==> src/hw/rtl/lrc_pkg.sv <==
`timescale 1ns / 1ps
package lrc_pkg;
   localparam int KEY_W               = 31;
   localparam int SLOT_OUT_W          = 4;
   localparam int CAP_W               = 5;
   localparam int MAX_ENTRIES_DEFAULT = 16;
   localparam logic [CAP_W-1:0] CAP_RESET = 5'd16;
   localparam logic ACT_READ  = 1'b0;
   localparam logic ACT_WRITE = 1'b1;
endpackage

==> src/hw/rtl/lrc_cell.sv <==
`timescale 1ns / 1ps
module lrc_cell #(
   parameter int MAX_ENTRIES = lrc_pkg::MAX_ENTRIES_DEFAULT,
   parameter int INDEX       = 0
) (
   input  logic                         clock,
   input  logic                         reset,
   input  logic [lrc_pkg::KEY_W-1:0]    probe_key,
   input  logic [$clog2(MAX_ENTRIES)-1:0] vict_rank,
   input  logic [3*$clog2(MAX_ENTRIES)+lrc_pkg::KEY_W+3+$clog2(MAX_ENTRIES)-1:0] tok_in,
   output logic [3*$clog2(MAX_ENTRIES)+lrc_pkg::KEY_W+3+$clog2(MAX_ENTRIES)-1:0] tok_out,
   input  logic [2*$clog2(MAX_ENTRIES)+2:0] upd_in
);
   localparam int SW = $clog2(MAX_ENTRIES);
   localparam logic [SW-1:0] MY_SLOT = SW'(INDEX);

   typedef struct packed {
      logic                      hit;
      logic [SW-1:0]             hit_slot;
      logic [SW-1:0]             hit_rank;
      logic                      free;
      logic [SW-1:0]             free_slot;
      logic                      vict;
      logic [SW-1:0]             vict_slot;
      logic [lrc_pkg::KEY_W-1:0] vict_key;
   } tok_type;

   typedef struct packed {
      logic          en;
      logic          age_all;
      logic          write_key;
      logic [SW-1:0] slot;
      logic [SW-1:0] limit;
   } upd_type;

   tok_type tin, tok_in_w, tok_ff;
   upd_type upd;

   logic [lrc_pkg::KEY_W-1:0] key_ff, key_in;
   logic                      valid_ff, valid_in;
   logic [SW-1:0]             rank_ff, rank_in;
   logic                      match;

   assign tin     = tok_in;
   assign upd     = upd_in;
   assign tok_out = tok_ff;
   assign match   = valid_ff && (key_ff == probe_key);

   always_comb begin
      tok_in_w = tin;
      if (match && !tin.hit) begin
         tok_in_w.hit      = 1'b1;
         tok_in_w.hit_slot = MY_SLOT;
         tok_in_w.hit_rank = rank_ff;
      end
      if (!valid_ff && !tin.free) begin
         tok_in_w.free      = 1'b1;
         tok_in_w.free_slot = MY_SLOT;
      end
      if (valid_ff && rank_ff == vict_rank && !tin.vict) begin
         tok_in_w.vict      = 1'b1;
         tok_in_w.vict_slot = MY_SLOT;
         tok_in_w.vict_key  = key_ff;
      end
   end

   always_comb begin
      key_in   = key_ff;
      valid_in = valid_ff;
      rank_in  = rank_ff;
      if (upd.en) begin
         if (upd.slot == MY_SLOT) begin
            rank_in  = '0;
            valid_in = 1'b1;
            if (upd.write_key) begin
               key_in = probe_key;
            end
         end else if (valid_ff && (upd.age_all || rank_ff < upd.limit)) begin
            rank_in = rank_ff + SW'(1);
         end
      end
   end

   always_ff @(posedge clock) begin
      if (reset) begin
         valid_ff <= 1'b0;
         rank_ff  <= '0;
      end else begin
         valid_ff <= valid_in;
         rank_ff  <= rank_in;
      end
   end

   always_ff @(posedge clock) begin
      key_ff <= key_in;
      tok_ff <= tok_in_w;
   end
endmodule

==> src/hw/rtl/lrc_ctrl.sv <==
`timescale 1ns / 1ps
module lrc_ctrl #(
   parameter int MAX_ENTRIES = lrc_pkg::MAX_ENTRIES_DEFAULT
) (
   input  logic                              clock,
   input  logic                              reset,
   input  logic                              req_valid,
   output logic                              req_ready,
   input  logic                              req_action,
   input  logic [lrc_pkg::KEY_W-1:0]         req_row_key,
   output logic                              rsp_valid,
   input  logic                              rsp_ready,
   output logic                              rsp_hit,
   output logic [lrc_pkg::SLOT_OUT_W-1:0]    rsp_slot,
   output logic                              rsp_fetch_needed,
   output logic                              rsp_evicted,
   output logic [lrc_pkg::KEY_W-1:0]         rsp_evicted_key,
   input  logic                              csr_valid,
   output logic                              csr_ready,
   input  logic [lrc_pkg::CAP_W-1:0]         csr_capacity,
   output logic [lrc_pkg::KEY_W-1:0]         probe_key,
   output logic [$clog2(MAX_ENTRIES)-1:0]    vict_rank,
   input  logic [3*$clog2(MAX_ENTRIES)+lrc_pkg::KEY_W+3+$clog2(MAX_ENTRIES)-1:0] tok_end,
   output logic [2*$clog2(MAX_ENTRIES)+2:0]  upd_out
);
   localparam int SW = $clog2(MAX_ENTRIES);
   localparam int OW = $clog2(MAX_ENTRIES + 1);
   localparam int CW = (OW > lrc_pkg::CAP_W) ? OW : lrc_pkg::CAP_W;

   localparam logic [1:0] ST_IDLE   = 2'd0;
   localparam logic [1:0] ST_SCAN   = 2'd1;
   localparam logic [1:0] ST_UPDATE = 2'd2;

   typedef struct packed {
      logic                      hit;
      logic [SW-1:0]             hit_slot;
      logic [SW-1:0]             hit_rank;
      logic                      free;
      logic [SW-1:0]             free_slot;
      logic                      vict;
      logic [SW-1:0]             vict_slot;
      logic [lrc_pkg::KEY_W-1:0] vict_key;
   } tok_type;

   typedef struct packed {
      logic          en;
      logic          age_all;
      logic          write_key;
      logic [SW-1:0] slot;
      logic [SW-1:0] limit;
   } upd_type;

   tok_type tok;
   upd_type upd;

   logic [1:0]                state_ff, state_in;
   logic [SW-1:0]             cnt_ff, cnt_in;
   logic                      act_ff;
   logic [lrc_pkg::KEY_W-1:0] key_ff;
   logic [OW-1:0]             occ_ff, occ_in;
   logic [lrc_pkg::CAP_W-1:0] cap_ff;

   logic                         rsp_valid_ff, rsp_valid_in;
   logic                         hit_ff, fetch_ff, evicted_ff;
   logic [lrc_pkg::SLOT_OUT_W-1:0] slot_ff;
   logic [lrc_pkg::KEY_W-1:0]    ev_key_ff;

   logic [CW-1:0] cap_ext, cap_eff;
   logic          full, miss, do_evict, do_alloc, fire, accept;

   assign tok       = tok_end;
   assign upd_out   = upd;
   assign probe_key = key_ff;
   assign vict_rank = SW'(occ_ff - OW'(1));

   assign req_ready        = (state_ff == ST_IDLE);
   assign accept           = req_valid && req_ready;
   assign csr_ready        = 1'b1;
   assign rsp_valid        = rsp_valid_ff;
   assign rsp_hit          = hit_ff;
   assign rsp_slot         = slot_ff;
   assign rsp_fetch_needed = fetch_ff;
   assign rsp_evicted      = evicted_ff;
   assign rsp_evicted_key  = ev_key_ff;

   // capacity 0 acts as 1, above the table size as the table size
   always_comb begin
      cap_ext = CW'(cap_ff);
      if (cap_ext == '0) begin
         cap_eff = CW'(1);
      end else if (cap_ext > CW'(MAX_ENTRIES)) begin
         cap_eff = CW'(MAX_ENTRIES);
      end else begin
         cap_eff = cap_ext;
      end
   end

   assign full     = CW'(occ_ff) >= cap_eff;
   assign miss     = !tok.hit;
   assign do_evict = miss && full;
   assign do_alloc = miss && !full;
   assign fire     = (state_ff == ST_UPDATE) && (!rsp_valid_ff || rsp_ready);

   always_comb begin
      upd.en        = fire;
      upd.age_all   = do_alloc;
      upd.write_key = miss;
      if (tok.hit) begin
         upd.slot  = tok.hit_slot;
         upd.limit = tok.hit_rank;
      end else if (do_evict) begin
         upd.slot  = tok.vict_slot;
         upd.limit = vict_rank;
      end else begin
         upd.slot  = tok.free_slot;
         upd.limit = vict_rank;
      end
   end

   always_comb begin
      state_in     = state_ff;
      cnt_in       = cnt_ff;
      occ_in       = occ_ff;
      rsp_valid_in = rsp_valid_ff && !rsp_ready;
      unique case (state_ff)
         ST_IDLE: begin
            if (accept) begin
               state_in = ST_SCAN;
               cnt_in   = '0;
            end
         end
         ST_SCAN: begin
            if (cnt_ff == SW'(MAX_ENTRIES - 1)) begin
               state_in = ST_UPDATE;
            end else begin
               cnt_in = cnt_ff + SW'(1);
            end
         end
         ST_UPDATE: begin
            if (fire) begin
               state_in     = ST_IDLE;
               rsp_valid_in = 1'b1;
               if (do_alloc) begin
                  occ_in = occ_ff + OW'(1);
               end
            end
         end
         default: begin
            state_in = ST_IDLE;
         end
      endcase
   end

   always_ff @(posedge clock) begin
      if (reset) begin
         state_ff     <= ST_IDLE;
         cnt_ff       <= '0;
         occ_ff       <= '0;
         cap_ff       <= lrc_pkg::CAP_RESET;
         rsp_valid_ff <= 1'b0;
      end else begin
         state_ff     <= state_in;
         cnt_ff       <= cnt_in;
         occ_ff       <= occ_in;
         rsp_valid_ff <= rsp_valid_in;
         if (csr_valid && csr_ready) begin
            cap_ff <= csr_capacity;
         end
      end
   end

   always_ff @(posedge clock) begin
      if (accept) begin
         act_ff <= req_action;
         key_ff <= req_row_key;
      end
      if (fire) begin
         hit_ff     <= tok.hit;
         slot_ff    <= lrc_pkg::SLOT_OUT_W'(upd.slot);
         fetch_ff   <= miss && (act_ff == lrc_pkg::ACT_READ);
         evicted_ff <= do_evict;
         ev_key_ff  <= do_evict ? tok.vict_key : '0;
      end
   end

   a_rsp_after_update: assert property (@(posedge clock) disable iff (reset)
      $rose(rsp_valid_ff) |-> $past(state_ff == ST_UPDATE))
      else $error("response raised without an update");

   a_occ_bound: assert property (@(posedge clock) disable iff (reset)
      CW'(occ_ff) <= CW'(MAX_ENTRIES))
      else $error("occupancy above table size");

   a_free_on_alloc: assert property (@(posedge clock) disable iff (reset)
      (state_ff == ST_UPDATE && do_alloc) |-> tok.free)
      else $error("allocation without a free entry");

   a_vict_on_evict: assert property (@(posedge clock) disable iff (reset)
      (state_ff == ST_UPDATE && do_evict) |-> tok.vict)
      else $error("eviction without a victim");

   a_hit_no_evict: assert property (@(posedge clock) disable iff (reset)
      rsp_valid_ff |-> !(hit_ff && (evicted_ff || fetch_ff)))
      else $error("hit word reports eviction or fetch");
endmodule

==> src/hw/rtl/lru_row_cache_controller.sv <==
`timescale 1ns / 1ps
// Fully associative row cache tag controller, LRU replacement, write-back.
// req channel: req_action (0 read, 1 write) and req_row_key, one word per
//   request. rsp channel: one word per request with hit, slot, fetch_needed,
//   evicted and evicted_key, in request order.
// csr channel: csr_capacity sets how many entries fill before eviction;
//   write it only while no request is in flight.
// The tag store is a chain of MAX_ENTRIES cells. A probe word walks the chain
//   one cell per cycle, collecting the hit, the lowest free entry and the LRU
//   entry; then the update state writes all cells at once.
// A new request is taken only after the previous one has finished its walk and update.
// A finished response is held in an output register; the next request is
//   taken while it waits. If rsp_ready stays low, the following request
//   stalls in its update state until the register frees.
// Reset: all entries invalid, occupancy zero, capacity 16. No clearing pass.
module lru_row_cache_controller #(
   parameter int MAX_ENTRIES = lrc_pkg::MAX_ENTRIES_DEFAULT
) (
   input  logic                           clock,
   input  logic                           reset,
   input  logic                           req_valid,
   output logic                           req_ready,
   input  logic                           req_action,
   input  logic [lrc_pkg::KEY_W-1:0]      req_row_key,
   output logic                           rsp_valid,
   input  logic                           rsp_ready,
   output logic                           rsp_hit,
   output logic [lrc_pkg::SLOT_OUT_W-1:0] rsp_slot,
   output logic                           rsp_fetch_needed,
   output logic                           rsp_evicted,
   output logic [lrc_pkg::KEY_W-1:0]      rsp_evicted_key,
   input  logic                           csr_valid,
   output logic                           csr_ready,
   input  logic [lrc_pkg::CAP_W-1:0]      csr_capacity
);
   localparam int SW    = $clog2(MAX_ENTRIES);
   localparam int TOK_W = 4*SW + lrc_pkg::KEY_W + 3;
   localparam int UPD_W = 2*SW + 3;

   logic [TOK_W-1:0]          tok_bus [0:MAX_ENTRIES];
   logic [UPD_W-1:0]          upd;
   logic [lrc_pkg::KEY_W-1:0] probe_key;
   logic [SW-1:0]             vict_rank;

   assign tok_bus[0] = '0;

   for (genvar i = 0; i < MAX_ENTRIES; i++) begin : g_cell
      lrc_cell #(
         .MAX_ENTRIES(MAX_ENTRIES),
         .INDEX      (i)
      ) u_cell (
         .clock    (clock),
         .reset    (reset),
         .probe_key(probe_key),
         .vict_rank(vict_rank),
         .tok_in   (tok_bus[i]),
         .tok_out  (tok_bus[i+1]),
         .upd_in   (upd)
      );
   end

   lrc_ctrl #(
      .MAX_ENTRIES(MAX_ENTRIES)
   ) u_ctrl (
      .clock           (clock),
      .reset           (reset),
      .req_valid       (req_valid),
      .req_ready       (req_ready),
      .req_action      (req_action),
      .req_row_key     (req_row_key),
      .rsp_valid       (rsp_valid),
      .rsp_ready       (rsp_ready),
      .rsp_hit         (rsp_hit),
      .rsp_slot        (rsp_slot),
      .rsp_fetch_needed(rsp_fetch_needed),
      .rsp_evicted     (rsp_evicted),
      .rsp_evicted_key (rsp_evicted_key),
      .csr_valid       (csr_valid),
      .csr_ready       (csr_ready),
      .csr_capacity    (csr_capacity),
      .probe_key       (probe_key),
      .vict_rank       (vict_rank),
      .tok_end         (tok_bus[MAX_ENTRIES]),
      .upd_out         (upd)
   );
endmodule
==> config.mk <==
export PLATFORM = sky130hd
export DESIGN_NAME = lru_row_cache_controller
export DESIGN_NICKNAME = d
export VERILOG_FILES = /design/src/hw/rtl/lrc_pkg.sv /design/src/hw/rtl/lrc_cell.sv /design/src/hw/rtl/lrc_ctrl.sv /design/src/hw/rtl/lru_row_cache_controller.sv
export SDC_FILE = /design/constraint.sdc
export NUM_CORES = 2
export LEC_CHECK = 0
export BUFFER_PORTS_ARGS = -buffer_cell sky130_fd_sc_hd__buf_2
export CORE_ASPECT_RATIO = 1.75
export CORE_MARGIN = 4
export CORE_UTILIZATION = 35
export DETAILED_ROUTE_END_ITERATION = 8
export GPL_TIMING_DRIVEN = 0
export SLEW_MARGIN = 20
export SYNTH_ARGS = -nofsm -noshare
export SYNTH_HDL_FRONTEND = slang
export SYNTH_HIERARCHICAL = 1
export SYNTH_SLANG_ARGS = --single-unit
==> constraint.sdc <==
create_clock -name clock -period 5.7 [get_ports clock]
set_clock_uncertainty 0.15 [all_clocks]
set_input_delay 1.14 -clock clock [delete_from_list [all_inputs] [get_ports clock]]
set_output_delay 1.14 -clock clock [all_outputs]
set_load 0.1 [all_outputs]
==> out/qor_table.md <==
| Quantity | This run | Unit |
|---|---|---|
| Worst skew pair latency | 0.75 | ns |
| Placed Area | 60000 | um^2 |
| Buffer depth of the longest clock path | 3 | - |
| Endpoints failing hold | 0 | - |
| CTS tree | done | - |
| Final worst-path setup slack | 0.328 | ns |
| Wire length reported by the detailed router | 108 | mm |
| Final core utilization | 40.4 | % |
| Core footprint | 159000 | um^2 |
| Max_slew headroom | 24.7 | % |
| Number of max-capacitance violations reported | 0 | - |
| Average cell area after synthesis | 14.2 | um^2 |
| Area growth syn-to-layout | 15.1 | % |
| 1st-iter DRT viols | 1222 | - |
| Starting Density | 35.1 | % |
| Number of cells after detailed placement | 6173 | - |
| Number of placed I/O pins | 83 | - |
| Maximum number of pins on one net before global-route repair | 81 | - |
| Layout Cell Area excl Fill | 64500 | um^2 |
| First-pass detailed-route iteration total | 6 | - |
| Register clock-pin slew on the reported worst setup and hold paths | 0.06 | ns |
| Final Non-Filler Cells | 6423 | - |
| Number of H-tree branching levels | 4 | - |
| Max-slew violation count | 0 | - |
| Type of the most critical hold path | flip-flop to flip-flop | - |
| Detail-routed via count per cell | 4.48 | - |
| Initial antenna violation count | 1 | - |
| Cell row count | 194 | - |
| Number of synthesis warnings | 6 | - |
| TritonCTS buffer count | 136 | - |
| Worst-case setup slack after placement | 0.347 | ns |
| Sink Count | 1461 | - |
| Count of filler cells inserted in the layout | 14.6k | - |
| Worst-margin pin slew | 1.12 | ns |
| Final estimated routing congestion in global placement | 0.805 | - |
| First-pass GRT wire length | 167 | mm |
| Unrepaired setup endpoints after global routing | false | - |
| Wirelength per Cell | 16.8 | um |
| Power per standard cell area | 327 | nW/um^2 |
| Nets | 4367 | - |
| Mapped cell area | 56100 | um^2 |
| All-layer global routing usage | 12.9 | % |
| Capturing element type of the critical path | flip-flop | - |
| Aggregate global routing overflow | 0 | - |
| Outcome | finished clean | - |
| Share of post-route cells with drive strength above 1 | 23.9 | % |
| Peak ir drop on the vdd network | 0.276 | mV |
| Total of buffers placed on input and output ports | 80 | - |
| Leakage power total | 25.5 | nW |
| Post-synthesis cell count | 3940 | - |
| Setup-violating endpoint count in the final report | 0 | - |
| Setup fix buffers added after clock tree synthesis | 0 | - |
| Routed via count | 28.8k | - |
| Min Hold Slack | 0.251 | ns |
| FMAX | 186 | MHz |
| CTS Hold Bufs | 0 | - |
| WP data arrival | 5.59 | ns |
| Number of nets with antenna violations after detailed routing | 0 | - |
| Critical path fanouts, max | 35 | - |
| Sequential Area | 34900 | um^2 |
| Chip width | 311 | um |
| Resize count post-CTS | 0 | - |
| Time the worst path needs with I/O delays and setup | 5.37 | ns |
| Required time of the worst setup path | 5.92 | ns |
| Clk root buf | sky130_fd_sc_hd__clkbuf_16 | - |
| Startpoint class of the critical path | flip-flop | - |
| DRC violations left | 0 | - |
| Vias in the first global route | 30.1k | - |
| Class of the most critical setup path | flip-flop to flip-flop | - |
| Placed wire-length estimate | 80.6 | mm |
| Multi-input gate area | 20200 | um^2 |
| Die outline area | 167000 | um^2 |
| Die Span Y | 537 | um |
| Period Utilization, post-route | 94.2 | % |
==> metal layers <==
metal	GRT usage, %	vias to the layer above	wire length (um)	part of all wire, %
met2	26.0	497	60800	57
met1	11.0	13400	34800	32
met3	2.16	305	3240	3.0
met4	9.85	0	8730	8.1
li1	-	14600	-	-
met5	0	-	0	0
==> through the flow <==
step | total power, mW | setup TNS [ns]
floorplan | 12.1 | 0
global placement | 12.3 | -572.00
detailed placement | 12.3 | 0
CTS | 21.4 | 0
global route | 21.9 | 0
finish | 21.1 | 0
==> cell usage in the layout (no fill, tap or decap), types with 17 or more instances in the layout <==
cell,count
sky130_fd_sc_hd__dfxtp_1,895
sky130_fd_sc_hd__edfxtp_1,566
sky130_fd_sc_hd__mux2_4,400
sky130_fd_sc_hd__xnor2_1,337
sky130_fd_sc_hd__xor2_1,178
sky130_fd_sc_hd__mux2_2,162
sky130_fd_sc_hd__inv_1,160
sky130_fd_sc_hd__clkbuf_16,146
sky130_fd_sc_hd__nand4_1,120
sky130_fd_sc_hd__nand2b_1,117
sky130_fd_sc_hd__nand2_1,96
sky130_fd_sc_hd__buf_2,81
sky130_fd_sc_hd__and2_1,78
sky130_fd_sc_hd__a21oi_1,74
sky130_fd_sc_hd__ha_1,72
sky130_fd_sc_hd__nor2_1,70
sky130_fd_sc_hd__o21ai_0,68
sky130_fd_sc_hd__nor4_1,64
sky130_fd_sc_hd__buf_6,56
sky130_fd_sc_hd__conb_1,53
sky130_fd_sc_hd__nor2b_1,49
sky130_fd_sc_hd__clkbuf_1,45
sky130_fd_sc_hd__nand3_1,34
sky130_fd_sc_hd__a211o_1,33
sky130_fd_sc_hd__or2_2,33
sky130_fd_sc_hd__and3_1,32
sky130_fd_sc_hd__buf_8,31
sky130_fd_sc_hd__clkinv_2,27
sky130_fd_sc_hd__o32ai_1,21
sky130_fd_sc_hd__clkbuf_8,20
sky130_fd_sc_hd__nor3_1,20
sky130_fd_sc_hd__o211ai_1,19
sky130_fd_sc_hd__or3_1,18
sky130_fd_sc_hd__a211oi_1,17
==> flip-flops by register name, indices dropped and copies added, names as in the netlist <==
register and flops:
g_cell.u_cell/tok_out 798, g_cell.u_cell/key_ff 496, g_cell.u_cell/rank_ff 64, u_ctrl/probe_key 31, u_ctrl/rsp_evicted_key 31, g_cell.u_cell/valid_ff 16
u_ctrl/cap_ext 5, u_ctrl/occ_ff 5, u_ctrl/cnt_ff 4, u_ctrl/rsp_slot 4, u_ctrl/state_ff 2, u_ctrl/act_ff 1
u_ctrl/rsp_evicted 1, u_ctrl/rsp_fetch_needed 1, u_ctrl/rsp_hit 1, u_ctrl/rsp_valid 1
==> worst paths after layout <==
path	startpoint	endpoint	slack [ns]	depth (start not counted)
setup / recovery	u_ctrl/occ_ff[0]	g_cell[3].u_cell/key_ff[4]	0.33	13
hold / removal	g_cell[2].u_cell/tok_out[46]	g_cell[3].u_cell/tok_out[46]	0.25	1
setup reg to reg	u_ctrl/occ_ff[0]	g_cell[3].u_cell/key_ff[4]	0.33	13
hold reg to reg	g_cell[2].u_cell/tok_out[46]	g_cell[3].u_cell/tok_out[46]	0.25	1
==> critical path: stages, from the launching register on <==
cell                       delay, ns
sky130_fd_sc_hd__dfxtp_1        0.44
sky130_fd_sc_hd__inv_2          0.32
sky130_fd_sc_hd__ha_1           0.40
sky130_fd_sc_hd__nand2b_1       0.11
sky130_fd_sc_hd__a31oi_2        0.11
sky130_fd_sc_hd__o21ai_1        0.59
sky130_fd_sc_hd__buf_2          0.38
sky130_fd_sc_hd__buf_6          0.19
sky130_fd_sc_hd__nand2_1        0.07
sky130_fd_sc_hd__a21oi_2        0.36
sky130_fd_sc_hd__buf_6          0.24
sky130_fd_sc_hd__nand2_1        0.07
sky130_fd_sc_hd__nor3_1         0.71
sky130_fd_sc_hd__and3_2         0.80
==> area by class of cell <==
type / count / area share (%)
clock buffer: 198 / 6.28
multi-input combinational: 2300 / 31.3
tap: 2058 / 3.99
sequential: 1461 / 54.1
inverter: 162 / 0.943
clock inverter: 50 / 0.729
buffer: 68 / 0.993
timing repair buffer: 124 / 1.68
antenna: 2 / 0.00776
==> where the power goes <==
part	switching (mW)	internal, mW	leakage [nW]
clock network	3.77	5.23	2.23
logic	0.355	0.463	10.6
registers	0.138	11.1	12.7
total	4.26	16.8	25.5
Note: power is estimated with default switching activity, not from simulation.
